`src/rtl/sds_pkg.sv`:
```
package sds_pkg;

  // running total width and its saturation value
  localparam int TOT_W = 24;
  localparam logic [TOT_W-1:0] TOTAL_MAX = {TOT_W{1'b1}};

  // configuration register indexes
  localparam int CFG_IDX_W = 2;
  localparam logic [CFG_IDX_W-1:0] REG_START_HEAD     = 2'd0;
  localparam logic [CFG_IDX_W-1:0] REG_DISK_CYLINDERS = 2'd1;
  localparam logic [CFG_IDX_W-1:0] REG_SWEEP_RIGHT    = 2'd2;

  // reset value of disk_cylinders for the default cylinder width
  localparam logic [16:0] DISK_CYL_RESET = 17'h10000;

  typedef struct packed {
    logic store;       // write the accepted request
    logic start;       // begin a schedule run
    logic scan_start;  // restart a selection pass over the store
    logic scan_run;    // selection pass in progress
    logic emit_item;   // emit the selected request
    logic emit_edge;   // emit the travel to the disk edge
    logic phase_b;     // switch to the return sweep
    logic flush;       // release the held result as last of run
  } ctrl_cmd_t;

  typedef struct packed {
    logic scan_done;
    logic found;
    logic phase_b;
    logic at_edge;
    logic slot_free;
  } dp_status_t;

endpackage

```
`src/rtl/sds_req_if.sv`:
```
interface sds_req_if #(
  parameter int CYL_BITS = 16
);
  logic                valid;
  logic                ready;
  logic [CYL_BITS-1:0] cylinder;
  logic                final_request;

  modport source (output valid, cylinder, final_request, input ready);
  modport sink (input valid, cylinder, final_request, output ready);
endinterface

```
`src/rtl/sds_res_if.sv`:
```
interface sds_res_if #(
  parameter int CYL_BITS = 16
);
  logic                     valid;
  logic                     ready;
  logic [CYL_BITS-1:0]      served_cylinder;
  logic                     edge_turn;
  logic [CYL_BITS-1:0]      step_distance;
  logic [sds_pkg::TOT_W-1:0] running_total;
  logic                     overflowed;
  logic                     last_of_run;

  modport source (output valid, served_cylinder, edge_turn, step_distance, running_total,
                  overflowed, last_of_run, input ready);
  modport sink (input valid, served_cylinder, edge_turn, step_distance, running_total,
                overflowed, last_of_run, output ready);
endinterface

```
`src/rtl/sds_ctrl.sv`:
```
module sds_ctrl (
  input  logic                clk,
  input  logic                rst,
  input  logic                in_valid,
  input  logic                in_final,
  output logic                in_ready,
  output sds_pkg::ctrl_cmd_t  cmd,
  input  sds_pkg::dp_status_t status
);

  typedef enum logic [1:0] {
    S_LOAD,
    S_SCAN,
    S_DECIDE,
    S_FLUSH
  } state_t;

  state_t state;
  state_t state_next;

  assign in_ready = (state == S_LOAD);

  always_comb begin
    cmd        = '0;
    state_next = state;
    case (state)
      S_LOAD: begin
        if (in_valid) begin
          cmd.store = 1'b1;
          if (in_final) begin
            cmd.start      = 1'b1;
            cmd.scan_start = 1'b1;
            state_next     = S_SCAN;
          end
        end
      end
      S_SCAN: begin
        cmd.scan_run = 1'b1;
        if (status.scan_done) begin
          state_next = S_DECIDE;
        end
      end
      S_DECIDE: begin
        if (status.found) begin
          if (status.slot_free) begin
            cmd.emit_item  = 1'b1;
            cmd.scan_start = 1'b1;
            state_next     = S_SCAN;
          end
        end else if (!status.phase_b) begin
          // end of the first sweep: travel to the edge unless already there
          if (status.at_edge) begin
            cmd.phase_b    = 1'b1;
            cmd.scan_start = 1'b1;
            state_next     = S_SCAN;
          end else if (status.slot_free) begin
            cmd.emit_edge  = 1'b1;
            cmd.phase_b    = 1'b1;
            cmd.scan_start = 1'b1;
            state_next     = S_SCAN;
          end
        end else begin
          state_next = S_FLUSH;
        end
      end
      S_FLUSH: begin
        if (status.slot_free) begin
          cmd.flush  = 1'b1;
          state_next = S_LOAD;
        end
      end
      default: begin
        state_next = S_LOAD;
      end
    endcase
  end

  always_ff @(posedge clk) begin
    if (rst) begin
      state <= S_LOAD;
    end else begin
      state <= state_next;
    end
  end

endmodule

```
`src/rtl/sds_datapath.sv`:
```
module sds_datapath #(
  parameter int MAX_PENDING = 32,
  parameter int CYL_BITS    = 16
) (
  input  logic                 clk,
  input  logic                 rst,
  input  sds_pkg::ctrl_cmd_t   cmd,
  output sds_pkg::dp_status_t  status,
  input  logic [CYL_BITS-1:0]  in_cylinder,
  input  logic [CYL_BITS-1:0]  start_head,
  input  logic [CYL_BITS:0]    disk_cylinders,
  input  logic                 sweep_right,
  sds_res_if.source            res
);

  localparam int IDX_W = (MAX_PENDING > 1) ? $clog2(MAX_PENDING) : 1;
  localparam int CNT_W = $clog2(MAX_PENDING + 1);
  localparam int KEY_W = CYL_BITS + IDX_W;
  localparam int SUM_W = ((sds_pkg::TOT_W > CYL_BITS) ? sds_pkg::TOT_W : CYL_BITS) + 1;

  logic [CYL_BITS-1:0] request_store [MAX_PENDING];

  logic [CNT_W-1:0]          count;
  logic                      drop_flag;
  logic [CYL_BITS-1:0]       head_position;
  logic [sds_pkg::TOT_W-1:0] movement_total;
  logic                      phase_b;

  // selection pass
  logic [CNT_W-1:0]    rd_cnt;
  logic                rd_pend;
  logic [IDX_W-1:0]    rd_idx;
  logic [CYL_BITS-1:0] rd_data;
  logic                found;
  logic [KEY_W-1:0]    best_key;
  logic                last_valid;
  logic [KEY_W-1:0]    last_key;

  // pending result, held until it is known whether it is the last
  logic                      hold_full;
  logic [CYL_BITS-1:0]       hold_cyl;
  logic                      hold_edge;
  logic [CYL_BITS-1:0]       hold_dist;
  logic [sds_pkg::TOT_W-1:0] hold_total;
  logic                      hold_ovf;

  logic                      out_valid;
  logic [CYL_BITS-1:0]       out_cyl;
  logic                      out_edge;
  logic [CYL_BITS-1:0]       out_dist;
  logic [sds_pkg::TOT_W-1:0] out_total;
  logic                      out_ovf;
  logic                      out_last;

  logic [CYL_BITS:0]         edge_full;
  logic [CYL_BITS-1:0]       edge_cyl;
  logic [CYL_BITS-1:0]       edge_target;
  logic                      slot_free;
  logic                      emit;
  logic [CYL_BITS-1:0]       new_cyl;
  logic [CYL_BITS-1:0]       new_dist;
  logic [SUM_W-1:0]          new_sum;
  logic [sds_pkg::TOT_W-1:0] new_total;
  logic [KEY_W-1:0]          cand_key;
  logic                      in_first;
  logic                      ascending;
  logic                      eligible;
  logic                      better;

  // edge cylinder, capped at the largest cylinder value
  assign edge_full   = (disk_cylinders == '0) ? '0 : disk_cylinders - 1'b1;
  assign edge_cyl    = edge_full[CYL_BITS] ? {CYL_BITS{1'b1}} : edge_full[CYL_BITS-1:0];
  assign edge_target = sweep_right ? edge_cyl : '0;

  assign slot_free = !out_valid || res.ready;
  assign emit      = cmd.emit_item || cmd.emit_edge;

  assign new_cyl   = cmd.emit_edge ? edge_target : best_key[KEY_W-1:IDX_W];
  assign new_dist  = (new_cyl > head_position) ? new_cyl - head_position
                                               : head_position - new_cyl;
  assign new_sum   = SUM_W'(movement_total) + SUM_W'(new_dist);
  assign new_total = (new_sum > SUM_W'(sds_pkg::TOTAL_MAX)) ? sds_pkg::TOTAL_MAX
                                                            : new_sum[sds_pkg::TOT_W-1:0];

  // candidate ordering: value first, store index breaks ties
  assign cand_key  = {rd_data, rd_idx};
  assign in_first  = sweep_right ? (rd_data >= start_head) : (rd_data <= start_head);
  assign ascending = sweep_right ^ phase_b;
  assign eligible  = (phase_b ? !in_first : in_first) &&
                     (!last_valid || (ascending ? (cand_key > last_key)
                                                : (cand_key < last_key)));
  assign better    = !found || (ascending ? (cand_key < best_key) : (cand_key > best_key));

  assign status.scan_done = (rd_cnt == count) && !rd_pend;
  assign status.found     = found;
  assign status.phase_b   = phase_b;
  assign status.at_edge   = (head_position == edge_target);
  assign status.slot_free = slot_free;

  assign res.valid           = out_valid;
  assign res.served_cylinder = out_cyl;
  assign res.edge_turn       = out_edge;
  assign res.step_distance   = out_dist;
  assign res.running_total   = out_total;
  assign res.overflowed      = out_ovf;
  assign res.last_of_run     = out_last;

  // request store and its registered read port
  always_ff @(posedge clk) begin
    if (cmd.store && (count < CNT_W'(MAX_PENDING))) begin
      request_store[count[IDX_W-1:0]] <= in_cylinder;
    end
    rd_data <= request_store[rd_cnt[IDX_W-1:0]];
    rd_idx  <= rd_cnt[IDX_W-1:0];
  end

  always_ff @(posedge clk) begin
    if (rst) begin
      count          <= '0;
      drop_flag      <= 1'b0;
      head_position  <= '0;
      movement_total <= '0;
      phase_b        <= 1'b0;
      rd_cnt         <= '0;
      rd_pend        <= 1'b0;
      found          <= 1'b0;
      last_valid     <= 1'b0;
      hold_full      <= 1'b0;
      out_valid      <= 1'b0;
    end else begin
      if (cmd.store) begin
        if (count < CNT_W'(MAX_PENDING)) begin
          count <= count + 1'b1;
        end else begin
          drop_flag <= 1'b1;
        end
      end

      if (cmd.start) begin
        head_position  <= start_head;
        movement_total <= '0;
        phase_b        <= 1'b0;
        last_valid     <= 1'b0;
      end

      if (cmd.scan_start) begin
        rd_cnt  <= '0;
        rd_pend <= 1'b0;
        found   <= 1'b0;
      end else if (cmd.scan_run) begin
        if (rd_cnt < count) begin
          rd_cnt  <= rd_cnt + 1'b1;
          rd_pend <= 1'b1;
        end else begin
          rd_pend <= 1'b0;
        end
        if (rd_pend && eligible && better) begin
          found    <= 1'b1;
          best_key <= cand_key;
        end
      end

      if (out_valid && res.ready && !emit && !cmd.flush) begin
        out_valid <= 1'b0;
      end

      if (emit) begin
        head_position  <= new_cyl;
        movement_total <= new_total;
        if (cmd.emit_item) begin
          last_key   <= best_key;
          last_valid <= 1'b1;
        end
        // the previously held result now has a successor
        out_valid  <= hold_full;
        out_cyl    <= hold_cyl;
        out_edge   <= hold_edge;
        out_dist   <= hold_dist;
        out_total  <= hold_total;
        out_ovf    <= hold_ovf;
        out_last   <= 1'b0;
        hold_full  <= 1'b1;
        hold_cyl   <= new_cyl;
        hold_edge  <= cmd.emit_edge;
        hold_dist  <= new_dist;
        hold_total <= new_total;
        hold_ovf   <= drop_flag;
      end

      if (cmd.phase_b) begin
        phase_b    <= 1'b1;
        last_valid <= 1'b0;
      end

      if (cmd.flush) begin
        out_valid      <= hold_full;
        out_cyl        <= hold_cyl;
        out_edge       <= hold_edge;
        out_dist       <= hold_dist;
        out_total      <= hold_total;
        out_ovf        <= hold_ovf;
        out_last       <= 1'b1;
        hold_full      <= 1'b0;
        count          <= '0;
        drop_flag      <= 1'b0;
        movement_total <= '0;
      end
    end
  end

`ifndef SYNTHESIS
  a_emit_slot: assert property (@(posedge clk) disable iff (rst)
    (cmd.emit_item || cmd.emit_edge) |-> slot_free)
    else $error("result emitted while output register occupied");

  a_emit_hold: assert property (@(posedge clk) disable iff (rst)
    (cmd.emit_item || cmd.emit_edge) |=> hold_full)
    else $error("emitted result not held");

  a_flush_clear: assert property (@(posedge clk) disable iff (rst)
    cmd.flush |=> (count == '0) && !drop_flag && !hold_full)
    else $error("run state not cleared after last result");
`endif

endmodule

```
`src/rtl/scan_disk_scheduler_top.sv`:
```
// SCAN (elevator) disk scheduler.
// req channel: cylinder requests, one transfer per cycle while loading. The transfer
// with final_request set is itself a request and starts the schedule; requests beyond
// MAX_PENDING are dropped and every result of that run shows overflowed.
// res channel: one transfer per served request, plus an edge_turn marker when the head
// travels to the disk edge; last_of_run marks the final result of the schedule.
// Configuration: cfg_we/cfg_index/cfg_data write start_head, disk_cylinders and
// sweep_right; write only while no schedule is running.
// Selection: each result needs one selection pass over all stored requests, followed by
// a decision step in S_DECIDE; the single read port of the request store reads the
// stored requests one after another during the pass.
// Requests are not taken while a schedule runs; the first result appears once the
// second has been selected (or the run ends), as each result is held to learn whether
// it is the last.
// When the receiver stalls, the result stays in the output register and selection
// pauses; a new request list may load while the final result still waits.
// Reset (rst, synchronous) clears the stored count, flags, output valid and sets the
// configuration to start_head 0, disk_cylinders 65536, sweep_right 1.
module scan_disk_scheduler_top #(
  parameter int MAX_PENDING = 32,
  parameter int CYL_BITS    = 16
) (
  input  logic                             clk,
  input  logic                             rst,
  input  logic                             cfg_we,
  input  logic [sds_pkg::CFG_IDX_W-1:0]    cfg_index,
  input  logic [CYL_BITS:0]                cfg_data,
  sds_req_if.sink                          req,
  sds_res_if.source                        res
);

  logic [CYL_BITS-1:0] start_head;
  logic [CYL_BITS:0]   disk_cylinders;
  logic                sweep_right;

  sds_pkg::ctrl_cmd_t  cmd;
  sds_pkg::dp_status_t status;

  always_ff @(posedge clk) begin
    if (rst) begin
      start_head     <= '0;
      disk_cylinders <= (CYL_BITS + 1)'(1) << CYL_BITS;
      sweep_right    <= 1'b1;
    end else if (cfg_we) begin
      case (cfg_index)
        sds_pkg::REG_START_HEAD:     start_head     <= cfg_data[CYL_BITS-1:0];
        sds_pkg::REG_DISK_CYLINDERS: disk_cylinders <= cfg_data;
        sds_pkg::REG_SWEEP_RIGHT:    sweep_right    <= cfg_data[0];
        default: begin
        end
      endcase
    end
  end

  sds_ctrl u_ctrl (
    .clk      (clk),
    .rst      (rst),
    .in_valid (req.valid),
    .in_final (req.final_request),
    .in_ready (req.ready),
    .cmd      (cmd),
    .status   (status)
  );

  sds_datapath #(
    .MAX_PENDING (MAX_PENDING),
    .CYL_BITS    (CYL_BITS)
  ) u_datapath (
    .clk            (clk),
    .rst            (rst),
    .cmd            (cmd),
    .status         (status),
    .in_cylinder    (req.cylinder),
    .start_head     (start_head),
    .disk_cylinders (disk_cylinders),
    .sweep_right    (sweep_right),
    .res            (res)
  );

endmodule

```
`src/flat_wrapper.sv`:
```
// flat-port wrapper written by rule: the top's interface ports become plain ports
module scan_disk_scheduler_top_flat 
#(
  parameter int MAX_PENDING = 32,
  parameter int CYL_BITS    = 16
)
  (clk, rst, cfg_we, cfg_index, cfg_data, req_valid, req_cylinder, req_final_request, req_ready, res_valid, res_served_cylinder, res_edge_turn, res_step_distance, res_running_total, res_overflowed, res_last_of_run, res_ready);
  sds_req_if #(.CYL_BITS(CYL_BITS)) req_i ();
  sds_res_if #(.CYL_BITS(CYL_BITS)) res_i ();
  input  logic clk;
  input  logic rst;
  input  logic cfg_we;
  input  logic [sds_pkg::CFG_IDX_W-1:0] cfg_index;
  input  logic [CYL_BITS:0] cfg_data;
  input wire logic [$bits(req_i.valid)-1:0] req_valid;
  input wire logic [$bits(req_i.cylinder)-1:0] req_cylinder;
  input wire logic [$bits(req_i.final_request)-1:0] req_final_request;
  output wire logic [$bits(req_i.ready)-1:0] req_ready;
  output wire logic [$bits(res_i.valid)-1:0] res_valid;
  output wire logic [$bits(res_i.served_cylinder)-1:0] res_served_cylinder;
  output wire logic [$bits(res_i.edge_turn)-1:0] res_edge_turn;
  output wire logic [$bits(res_i.step_distance)-1:0] res_step_distance;
  output wire logic [$bits(res_i.running_total)-1:0] res_running_total;
  output wire logic [$bits(res_i.overflowed)-1:0] res_overflowed;
  output wire logic [$bits(res_i.last_of_run)-1:0] res_last_of_run;
  input wire logic [$bits(res_i.ready)-1:0] res_ready;
  assign req_i.valid = req_valid;
  assign req_i.cylinder = req_cylinder;
  assign req_i.final_request = req_final_request;
  assign req_ready = req_i.ready;
  assign res_valid = res_i.valid;
  assign res_served_cylinder = res_i.served_cylinder;
  assign res_edge_turn = res_i.edge_turn;
  assign res_step_distance = res_i.step_distance;
  assign res_running_total = res_i.running_total;
  assign res_overflowed = res_i.overflowed;
  assign res_last_of_run = res_i.last_of_run;
  assign res_i.ready = res_ready;
  scan_disk_scheduler_top #(.MAX_PENDING(MAX_PENDING), .CYL_BITS(CYL_BITS)) u_core (.clk(clk), .rst(rst), .cfg_we(cfg_we), .cfg_index(cfg_index), .cfg_data(cfg_data), .req(req_i), .res(res_i));
endmodule
```
`config.mk`:
```
export PLATFORM = sky130hd
export DESIGN_NAME = scan_disk_scheduler_top_flat
export DESIGN_NICKNAME = d
export VERILOG_FILES = /design/src/rtl/sds_pkg.sv /design/src/rtl/sds_req_if.sv /design/src/rtl/sds_res_if.sv /design/src/rtl/sds_ctrl.sv /design/src/rtl/sds_datapath.sv /design/src/rtl/scan_disk_scheduler_top.sv /design/src/flat_wrapper.sv
export SDC_FILE = /design/constraint.sdc
export NUM_CORES = 1
export LEC_CHECK = 0
export BUFFER_PORTS_ARGS = -buffer_cell sky130_fd_sc_hd__buf_2
export CORE_MARGIN = 2
export CORE_UTILIZATION = 24
export CTS_CLUSTER_DIAMETER = 100
export DETAILED_ROUTE_END_ITERATION = 10
export GPL_ROUTABILITY_DRIVEN = 0
export REMOVE_ABC_BUFFERS = 1
export SYNTH_ARGS = -nofsm -noshare
export SYNTH_HDL_FRONTEND = slang
export SYNTH_SLANG_ARGS = --single-unit
export TNS_END_PERCENT = 5
```
`constraint.sdc`:
```
create_clock -name clk -period 9.3 [get_ports clk]
set_input_delay 1.86 -clock clk [delete_from_list [all_inputs] [get_ports clk]]
set_output_delay 1.86 -clock clk [all_outputs]
set_load 0.1 [all_outputs]
```
==> metrics.cfg, run 1 <==
[floorplanning]
start_util_pct=24.1
die_y_um=380
fp.dieW_um=380
num_io_pins=102
fp.coreArea_um2=141000
die-area_um2=145000
rows=138

[clock_tree]
clk_pin_slew_ns=0.06
cts_tree=built
clock_path_buffers=3
root_buffer=clkbuf_16
cts.htree.levels=3
cts_buffers=78
clock_sinks=787
clk_latency_ns=0.68
holdBufCountCts=0

[worst_setup_path]
crit_top_cell=ha_1
critPathMaxStageDelay_ns=0.59
crit_path_start_kind=register
worstPathMaxFanout=12
required_ns=9.84
ff2ff_path_depth=33
worst-setup-path-type=reg2reg
cp.arrival_ns=9.23
critPathSlowestCell=or4b_4
endpoint_kind=register

[synthesis]
synthCells=2226
ys_seq_area_share_pct=66.1
netlist_top_cells_area=edfxtp_1, mux4_2, dfxtp_1
synth_top_area_share_pct=59.2
yosysWarnings=0
syn_area_um2=34000
post-synth-top-area-cell=edfxtp_1
async_flop_share_pct=0
synth_ff_type=edfxtp_1
syn_area_per_cell_um2=15.3
synth-seq-cells=787
synth_edf_count=671
synth.distinct_cells=81

[routing]
post-route-drc-count=0
ant_nets=0
drt_iter0_markers=1855
viasPerCell=4.59
drt-total-wl_um=86200
vias=19900
wl_per_cell_um=19.9
drtPass1Iterations=6

[global_route]
grt_pass1_vias=19400
grt_max_degree=116
antenna_found_initial=10
grt_pass1_wl_um=128000
grt_use_total_pct=11.6
gr-total-overflow=0

[sta]
timing.slew.headroom_pct=22.8
skew_ns=0.0716
setup_tns_ns=0
worst_pin_slew_ns=1.15
finalSetupViolCount=0
worst_slack_ns=0.618
layout_min_cycle_time_ns=8.68
post-route-period-util_pct=93.4
drv_slew=0
hold_viol=0
hold_ws_ns=0.361
grt_setup_unrepaired=false
fmax_mhz=115

[pwr]
p_comb_share_pct=5.7
p_sw_mw=1.72
power.density_nw_per_um2=193
p_int_mw=5.99
switching_share_pct=22.3
p_seq_share_pct=50.4
power_frac_clock_pct=43.9
cellLeakagePower_nw=13.3
ir_drop_mv=0.170

[job]
maxCapViolCount=0

[finish]
fillers=14100
regArea_um2=22500
multi_input_area_um2=10900
finalNetCount=2534
finish.instance_area_um2=39900
final_cells=4331
drive_gt1_share_pct=21.9
syn2layout_area_growth_pct=17.5

[worst_hold_path]
min_path_cells=0
hold_class=reg2reg

[run_status]
outcome=finished clean

[placed_design]
dp_hpwl_um=56000
pre_cts_ws_ns=0.0865
port_buffers=101
dp.cells=4178
placed_area_um2=37100

-- sequential cells by signal, indices dropped and copies added, names as in the netlist, 2 cells and up --
signal	count
u_core.u_datapath.res.running_total	24
u_core.u_datapath.res.served_cylinder	16
u_core.u_datapath.request_store	512
u_core.u_datapath.movement_total	24
u_core.u_datapath.hold_cyl	16
u_core.u_datapath.hold_dist	16
u_core.disk_cylinders	17
u_core.u_datapath.res.step_distance	16
u_core.u_ctrl.state	2
u_core.u_datapath.rd_data	16
u_core.start_head	16
u_core.u_datapath.count	6
u_core.u_datapath.hold_total	24
u_core.u_datapath.best_key	21
u_core.u_datapath.rd_cnt	6
u_core.u_datapath.rd_idx	5
u_core.u_datapath.last_key	21
u_core.u_datapath.head_position	16
-- Yosys cell counts (15+ instances only) --
library cell,count
a211oi_1,21
a21o_1,35
a21oi_1,134
and3_1,15
clkbuf_1,74
dfxtp_1,116
edfxtp_1,671
ha_1,118
inv_1,118
mux2_2,21
mux4_2,160
nand2_1,153
nand3_1,59
nand4_1,29
nor2_1,136
nor3_1,25
o21a_1,15
o21ai_0,47
xnor2_1,27
xor2_1,20
-- placed cells by master (no fill, tap or decap), types with 20 or more instances in the layout --
cell and instances:
a211oi_1 21, a21o_1 35, a21oi_1 133, buf_2 101, buf_4 65, clkbuf_16 78
dfxtp_1 112, edfxtp_1 671, ha_1 118, inv_1 118, mux2_2 21, mux4_2 160
nand2_1 152, nand3_1 58, nand4_1 29, nor2_1 110, nor2_2 25, nor3_1 23
o21ai_0 44, xnor2_1 27, xor2_1 20
-- cells by family after synthesis --
logic type               after synthesis  share of synthesized area [%]
flip-flops                           787                           66.1
AND/OR/NAND/NOR                      499                           6.97
AO/OA/AOI/OAI                        352                           6.78
buffers and inverters                220                           2.54
multiplexers                         199                           11.9
adder cells (fa/ha/maj)              122                           4.55
XOR/XNOR                              47                           1.21
-- power by group through the flow --
stage               clock [mW]  sequential (mW)  combinational (mW)
floorplan                    0             3.96               0.257
global placement             0             3.96               0.427
detailed placement           0             3.96               0.430
CTS                       3.46             3.88               0.432
global route              3.59             3.89               0.476
finish                    3.39             3.88               0.439
-- repair_timing --
action	in CTS	in global routing
resized for setup	0	17
endpoints found under the hold margin	0	0
setup buffers	0	4
endpoints found under the setup margin	0	48
-- path summary, 6_finish.rpt --
path	slack, ns	from	endpoint
setup / recovery	0.62	u_core.disk_cylinders[0]$_SDFFE_PP0P_	u_core.u_datapath.movement_total[19]$_SDFFE_PP0P_
hold / removal	0.36	u_core.u_datapath.hold_total[14]$_DFFE_PP_	u_core.u_datapath.res.running_total[14]$_DFFE_PP_
setup reg to reg	0.62	u_core.disk_cylinders[0]$_SDFFE_PP0P_	u_core.u_datapath.movement_total[19]$_SDFFE_PP0P_
hold reg to reg	0.36	u_core.u_datapath.hold_total[14]$_DFFE_PP_	u_core.u_datapath.res.running_total[14]$_DFFE_PP_
-- final cells by class --
class	count	share of cell area, %
Antenna cell	3	0.0188
Clock buffer	97	5.11
Clock inverter	49	1.81
Inverter	119	1.12
Multi-Input combinational cell	1219	27.2
Sequential cell	787	56.3
Tap cell	1890	5.92
Timing Repair Buffer	167	2.54
-- metrics by stage --
step                      utilization [%]  power (mW)
after floorplan                         -        4.22
after global placement               26.3        4.39
after detailed placement             26.3        4.39
after CTS                            28.2        7.77
after global routing                 28.3        7.95
final                                28.3        7.71
-- critical path, delay by kind of cell (launching register included) --
kind | cells | cell delay, ns
AOI/OAI and AO/OA | 14 | 3.33
and+or+nand+nor | 11 | 2.98
adders and majority gates | 3 | 0.96
buffers and inverters | 4 | 0.63
DFF | 1 | 0.42
xor gates and xnor gates | 1 | 0.26
-- per-layer routing --
layer,up-vias,share of wire (%),wire (um),global-route usage [%]
li1,8951,-,-,-
met1,9966,43,37300,15.7
met2,781,47,40500,18.8
met3,190,6.5,5590,2.09
met4,4,3.3,2880,3.95
met5,-,0.020,17,0
(Power assumes the default switching activity.)
==> run 2, diff against run 1 <==
--- a/config.mk
+++ b/config.mk
@@ -8,7 +8,7 @@
 export BUFFER_PORTS_ARGS = -buffer_cell sky130_fd_sc_hd__buf_2
 export CORE_MARGIN = 2
 export CORE_UTILIZATION = 24
-export CTS_CLUSTER_DIAMETER = 100
+export CTS_CLUSTER_DIAMETER = 50
 export DETAILED_ROUTE_END_ITERATION = 10
 export GPL_ROUTABILITY_DRIVEN = 0
 export REMOVE_ABC_BUFFERS = 1
==> constraint.sdc (replaced) <==
create_clock -name clk -period 10.6 [get_ports clk]
set_input_delay 2.12 -clock clk [delete_from_list [all_inputs] [get_ports clk]]
set_output_delay 2.12 -clock clk [all_outputs]
set_load 0.1 [all_outputs]
==> run 2 against run 1 <==
Against the previous run: critical path depth is 2 lower; final area is 0.70% lower; wire length is 0.48% higher; first-iteration DRC count is 7.4% higher; hold slack better by 0.057 ns; core utilization is 0.20 points lower; sequential cell count stayed put; sequential share of layout area is 0.40 points higher; critical endpoint unchanged; highest routed layer unchanged.
==> metrics.cfg, run 2 (synthesis results as in run 1) <==
[run_status]
outcome=finished clean

[finish]
largest_reg_flops=512  ; unchanged
finalNetCount=2525  ; -0.36%
syn2layout_area_growth_pct=16.6
layout_common_cells=edfxtp_1, mux4_2, nand2_1, a21oi_1
final_cells=4316  ; -0.35%
finish.utilization_pct=28.1  ; -0.20 points
final_common_cell=edfxtp_1
finish.instance_area_um2=39700  ; -0.70%
drive_gt1_share_pct=21.2  ; -0.63 points

[worst_hold_path]
min_to=u_core.u_datapath.res.running_total[8]$_DFFE_PP_
hp-start=u_core.u_datapath.hold_total[8]$_DFFE_PP_
hold_class=reg2reg
min_path_cells=0  ; unchanged

[routing]
ant_nets=0  ; unchanged
post-route-drc-count=0  ; unchanged
drt_iter0_markers=1992  ; +7.4%
vias=19800  ; -0.46%
viasPerCell=4.59  ; -0.12%
wl_per_cell_um=20.1  ; +0.83%
drtPass1Iterations=8  ; +2
drt-total-wl_um=86600  ; +0.48%

[worst_setup_path]
endpoint_kind=register
critPathSlowestCell=nor4b_1
cp.arrival_ns=10.63  ; +1.40 ns
reg2reg_to=u_core.u_datapath.movement_total[19]$_SDFFE_PP0P_
crit_path_start_kind=register
r2r_start=u_core.disk_cylinders[0]$_SDFFE_PP0P_
ff2ff_path_depth=31  ; -6.1%
r2r_slack_ns=0.56  ; -0.06 ns
required_ns=11.19  ; +1.35 ns
worstPathMaxFanout=13  ; +1
critPathMaxStageDelay_ns=0.84  ; +0.25 ns
worst-setup-path-type=reg2reg

[sta]
skew_ns=0.0638  ; -0.00781 ns
drv_slew=0  ; unchanged
fmax_mhz=99.6  ; -14%
hold_viol=0  ; unchanged
post-route-period-util_pct=94.8  ; +1.4 points
grt_setup_unrepaired=false
setup_tns_ns=0  ; unchanged
finalSetupViolCount=0  ; unchanged
worst_pin_slew_ns=1.16  ; +0.00760 ns
timing.slew.headroom_pct=22.3  ; -0.51 points
layout_min_cycle_time_ns=10.04  ; +1.36 ns

[global_route]
grt_pass1_vias=19400  ; +0.40%
grt_use_total_pct=11.8  ; +0.13 points
grt_pass1_wl_um=129000  ; +0.97%
grt_max_degree=68  ; -41%
gr-total-overflow=0  ; unchanged
antenna_found_initial=13  ; +3

[clock_tree]
cts_resized=0  ; unchanged
cts_tree=built
clock_path_buffers=3  ; unchanged
clock_sinks=787  ; unchanged
cts.htree.levels=3  ; unchanged
clk_pin_slew_ns=0.06  ; about the same
root_buffer=clkbuf_16
clk_latency_ns=0.70  ; +0.02 ns
cts_buffers=80  ; +2.6%

[placed_design]
port_buffers=101  ; unchanged
dp_hpwl_um=55900  ; -0.18%
placed_area_um2=37000  ; -0.20%
dp.cells=4167  ; -0.26%

[floorplanning]
die_y_um=380  ; unchanged
rows=138  ; unchanged
num_io_pins=102  ; unchanged
die-area_um2=145000  ; unchanged
start_util_pct=24.1  ; unchanged
fp.dieW_um=380  ; unchanged
fp.coreArea_um2=141000  ; unchanged

[pwr]
total_power_mw=6.61  ; -14%
cellLeakagePower_nw=13.1  ; -1.2%
ir_drop_mv=0.137  ; -19%
power.density_nw_per_um2=167  ; -14%

[job]
maxCapViolCount=0  ; unchanged

## run 2: final cells by class
class	instances	area, um2
clock buffer	103	2160
inverter	119	447
clock inverter	41	480
antenna	1	2.50
multi-input combinational	1219	10800
fill	14200	101000
timing repair buffer	156	918
tap	1890	2360
sequential	787	22500
## run 2: worst max-delay path by stage
stage                                           from                                                 to  slack (ns)
2_1_floorplan                              res_ready  u_core.u_datapath.movement_total[21]$_SDFFE_PP0P_        1.41
3_3_place_gp                               res_ready  u_core.u_datapath.movement_total[19]$_SDFFE_PP0P_        0.93
3_5_place_dp   u_core.disk_cylinders[0]$_SDFFE_PP0P_  u_core.u_datapath.movement_total[21]$_SDFFE_PP0P_        0.72
4_1_cts        u_core.disk_cylinders[0]$_SDFFE_PP0P_  u_core.u_datapath.movement_total[21]$_SDFFE_PP0P_        0.68
5_1_grt        u_core.disk_cylinders[0]$_SDFFE_PP0P_  u_core.u_datapath.movement_total[21]$_SDFFE_PP0P_      0.0003
6_report       u_core.disk_cylinders[0]$_SDFFE_PP0P_  u_core.u_datapath.movement_total[19]$_SDFFE_PP0P_        0.56
## run 2: repair_timing
action / CTS / global route
hold buffers: 0 / 0
setup buffers: 0 / 4
setup endpoints to repair: 0 / 3
## run 2: per-stage QoR
stage | hold WS (ns) | worst slack (ns)
final | 0.418 | 0.555
after global routing | 0.424 | 0.000350
after CTS | 0.418 | 0.678
after detailed placement | 0.405 | 0.723
after global placement | 0.403 | 0.926
after floorplan | 0.400 | 1.41
## run 2: layer usage
| layer | global-route usage (%) | vias up | routed length [um] |
|---|---|---|---|
| li1 | - | 8904 | - |
| met5 | 0 | - | 40 |
| met4 | 4.13 | 6 | 2870 |
| met3 | 2.30 | 174 | 5350 |
| met2 | 18.8 | 703 | 40500 |
| met1 | 15.8 | 10000 | 37900 |
## run 2: report_power, final
part | internal, mW | switching [mW]
clock | 1.55 | 1.27
combinational | 0.139 | 0.242
sequential | 3.38 | 0.0299
## run 2: worst max-delay path, delay by kind of cell, from the launching register on
family          cells  cell delay [ns]
compound gates     10             3.18
xor+xnor            1             0.19
fa+ha+maj           4             1.43
buf+inv             3             0.48
flops               1             0.42
mux                 1             0.42
simple gates       12             3.84
==> run 3, diff against run 2 <==
==> constraint.sdc (replaced) <==
create_clock -name clk -period 10.8 [get_ports clk]
set_input_delay 2.16 -clock clk [delete_from_list [all_inputs] [get_ports clk]]
set_output_delay 2.16 -clock clk [all_outputs]
set_load 0.1 [all_outputs]
==> run 3 against run 2 <==
Against the previous run: clock-buffer cell count grew 1; non-clock buffer count grew 1; final area grew 0.18%; register-to-register slack gained 0.35 ns; critical endpoint unchanged.
==> metrics.cfg, run 3 (synthesis results as in run 1) <==
[pwr]
p_int_mw=5.00  ; -1.4%
p_comb_share_pct=5.8  ; about the same
p_sw_mw=1.51  ; -1.8%
ir_drop_mv=0.144  ; +4.7%
p_seq_share_pct=51.4  ; -0.2 points
power_frac_clock_pct=42.8  ; +0.2 points
power.density_nw_per_um2=164  ; -1.6%
switching_share_pct=23.2  ; -0.083 points
cellLeakagePower_nw=13.1  ; +0.15%

[clock_tree]
clock_path_buffers=3  ; unchanged
clock_sinks=787  ; unchanged
cts_buffers=81  ; +1.3%
cts_tree=built
cts.htree.levels=3  ; unchanged
holdBufCountCts=0  ; unchanged
clk_latency_ns=0.68  ; -0.02 ns
root_buffer=clkbuf_16
clk_pin_slew_ns=0.06  ; about the same

[routing]
drt_iter0_markers=1985  ; -0.35%
wl_per_cell_um=20.0  ; -0.21%
drt-total-wl_um=86600  ; about the same
ant_nets=0  ; unchanged
viasPerCell=4.62  ; +0.64%
drtPass1Iterations=8  ; unchanged
post-route-drc-count=0  ; unchanged
vias=20000  ; +0.78%

[worst_setup_path]
critPathSlowestCell=o41ai_1
crit_path_start_kind=register
worstPathMaxFanout=13  ; unchanged
worst-setup-path-type=reg2reg
crit_top_cell=buf_4
required_ns=11.36  ; +0.17 ns
endpoint_kind=register
critPathMaxStageDelay_ns=0.71  ; -0.13 ns
cp.arrival_ns=10.46  ; -0.17 ns

[finish]
fillers=14100  ; -0.071%
finish.utilization_pct=28.2  ; +0.051 points
final_common_cell=edfxtp_1
syn2layout_area_growth_pct=16.8
drive_gt1_share_pct=21.3  ; +0.071 points
finish.instance_area_um2=39700  ; +0.18%
finalNetCount=2527  ; +0.079%
layout_common_cells=edfxtp_1, mux4_2, nand2_1, a21oi_1
largest_reg_flops=512  ; unchanged

[floorplanning]
fp.coreArea_um2=141000  ; unchanged
die_y_um=380  ; unchanged
num_io_pins=102  ; unchanged
rows=138  ; unchanged
die-area_um2=145000  ; unchanged
start_util_pct=24.1  ; unchanged
fp.dieW_um=380  ; unchanged

[sta]
post-route-period-util_pct=91.6  ; -3.1 points
layout_min_cycle_time_ns=9.90  ; -0.149 ns
fmax_mhz=101  ; +1.5%
skew_ns=0.0576  ; -0.00618 ns
setup_tns_ns=0  ; unchanged
worst_pin_slew_ns=1.16  ; -0.00391 ns
timing.slew.headroom_pct=22.6  ; +0.26 points
drv_slew=0  ; unchanged
finalSetupViolCount=0  ; unchanged
hold_viol=0  ; unchanged
grt_setup_unrepaired=false

[run_status]
outcome=finished clean

[global_route]
grt_pass1_wl_um=129000  ; -0.17%
antenna_found_initial=12  ; -1
grt_max_degree=104  ; +53%
gr-total-overflow=0  ; unchanged
grt_use_total_pct=11.7  ; -0.014 points
grt_pass1_vias=19400  ; -0.021%

[job]
maxCapViolCount=0  ; unchanged

[worst_hold_path]
hold_class=reg2reg

[placed_design]
port_buffers=101  ; unchanged
dp_hpwl_um=55500  ; -0.69%
placed_area_um2=37000  ; about the same

-- run 3: cell types whose count changed in the layout (fill, tap and decap cells not counted), moves of 2 or more --
cell	delta
buf_12	+2
clkbuf_1	+2
clkinv_16	-3
clkinvlp_4	+2
clkinv_1	+2
clkinv_8	+5
inv_8	+3
clkinv_2	-4
inv_6	-3
-- run 3: worst paths after layout --
kind	startpoint	endpoint	slack [ns]	cells past startpoint
max	u_core.disk_cylinders[0]$_SDFFE_PP0P_	u_core.u_datapath.movement_total[19]$_SDFFE_PP0P_	0.90	34
min	u_core.u_datapath.hold_cyl[14]$_DFFE_PP_	u_core.u_datapath.res.served_cylinder[14]$_DFFE_PP_	0.37	0
min reg2reg	u_core.u_datapath.hold_cyl[14]$_DFFE_PP_	u_core.u_datapath.res.served_cylinder[14]$_DFFE_PP_	0.37	0
max reg2reg	u_core.disk_cylinders[0]$_SDFFE_PP0P_	u_core.u_datapath.movement_total[19]$_SDFFE_PP0P_	0.90	34
-- run 3: what timing repair did --
item	4_1_cts	5_1_grt
hold endpoints to repair	0	0
buffers inserted	0	9
endpoints found under the setup margin	0	40
gates resized for setup	0	1
-- run 3: area by class of cell --
| cell class | count | area [um2] | share of cell area (%) |
|---|---|---|---|
| sequential | 787 | 22500 | 56.6 |
| multi-input combinational | 1219 | 10800 | 27.2 |
| tap | 1890 | 2360 | 5.95 |
| clock buffer | 104 | 2150 | 5.42 |
| timing repair buffer | 157 | 951 | 2.39 |
| clock inverter | 45 | 520 | 1.31 |
| inverter | 119 | 447 | 1.12 |
| antenna | 1 | 2.50 | 0.00630 |
-- run 3: through the flow --
step	hold WS, ns	cells	setup slack, ns	total power, mW
after global routing	0.387	4321	0.231	6.73
after detailed placement	0.405	4163	0.819	3.78
final	0.372	4322	0.904	6.51
after global placement	0.403	4163	0.940	3.77
after CTS	0.378	4312	0.774	6.56
after floorplan	0.400	2125	1.57	3.63
-- run 3: worst max-delay path: cells and delay by family, from the launching register on --
kind | cells | cell delay (ns)
muxes | 1 | 0.43
adders and majority gates | 3 | 0.94
DFF | 1 | 0.42
and+or+nand+nor | 10 | 3.36
AOI/OAI and AO/OA | 12 | 3.44
xor gates and xnor gates | 1 | 0.22
buffers and inverters | 7 | 0.98
-- run 3: power groups by stage --
stage / logic [mW] / registers, mW / clock network, mW
final: 0.374 / 3.35 / 2.79
after global routing: 0.408 / 3.35 / 2.97
after CTS: 0.367 / 3.35 / 2.85
after detailed placement: 0.365 / 3.41 / 0
after global placement: 0.362 / 3.41 / 0
after floorplan: 0.221 / 3.41 / 0
-- run 3: per-layer routing --
metal	global-route usage, %	wire length, um	vias to the layer above	share of wire (%)
met5	0	29	-	0.033
met3	2.21	5480	177	6.3
met4	3.64	2630	6	3.0
li1	-	-	8918	-
met2	18.9	40700	769	47
met1	16.0	37700	10100	44
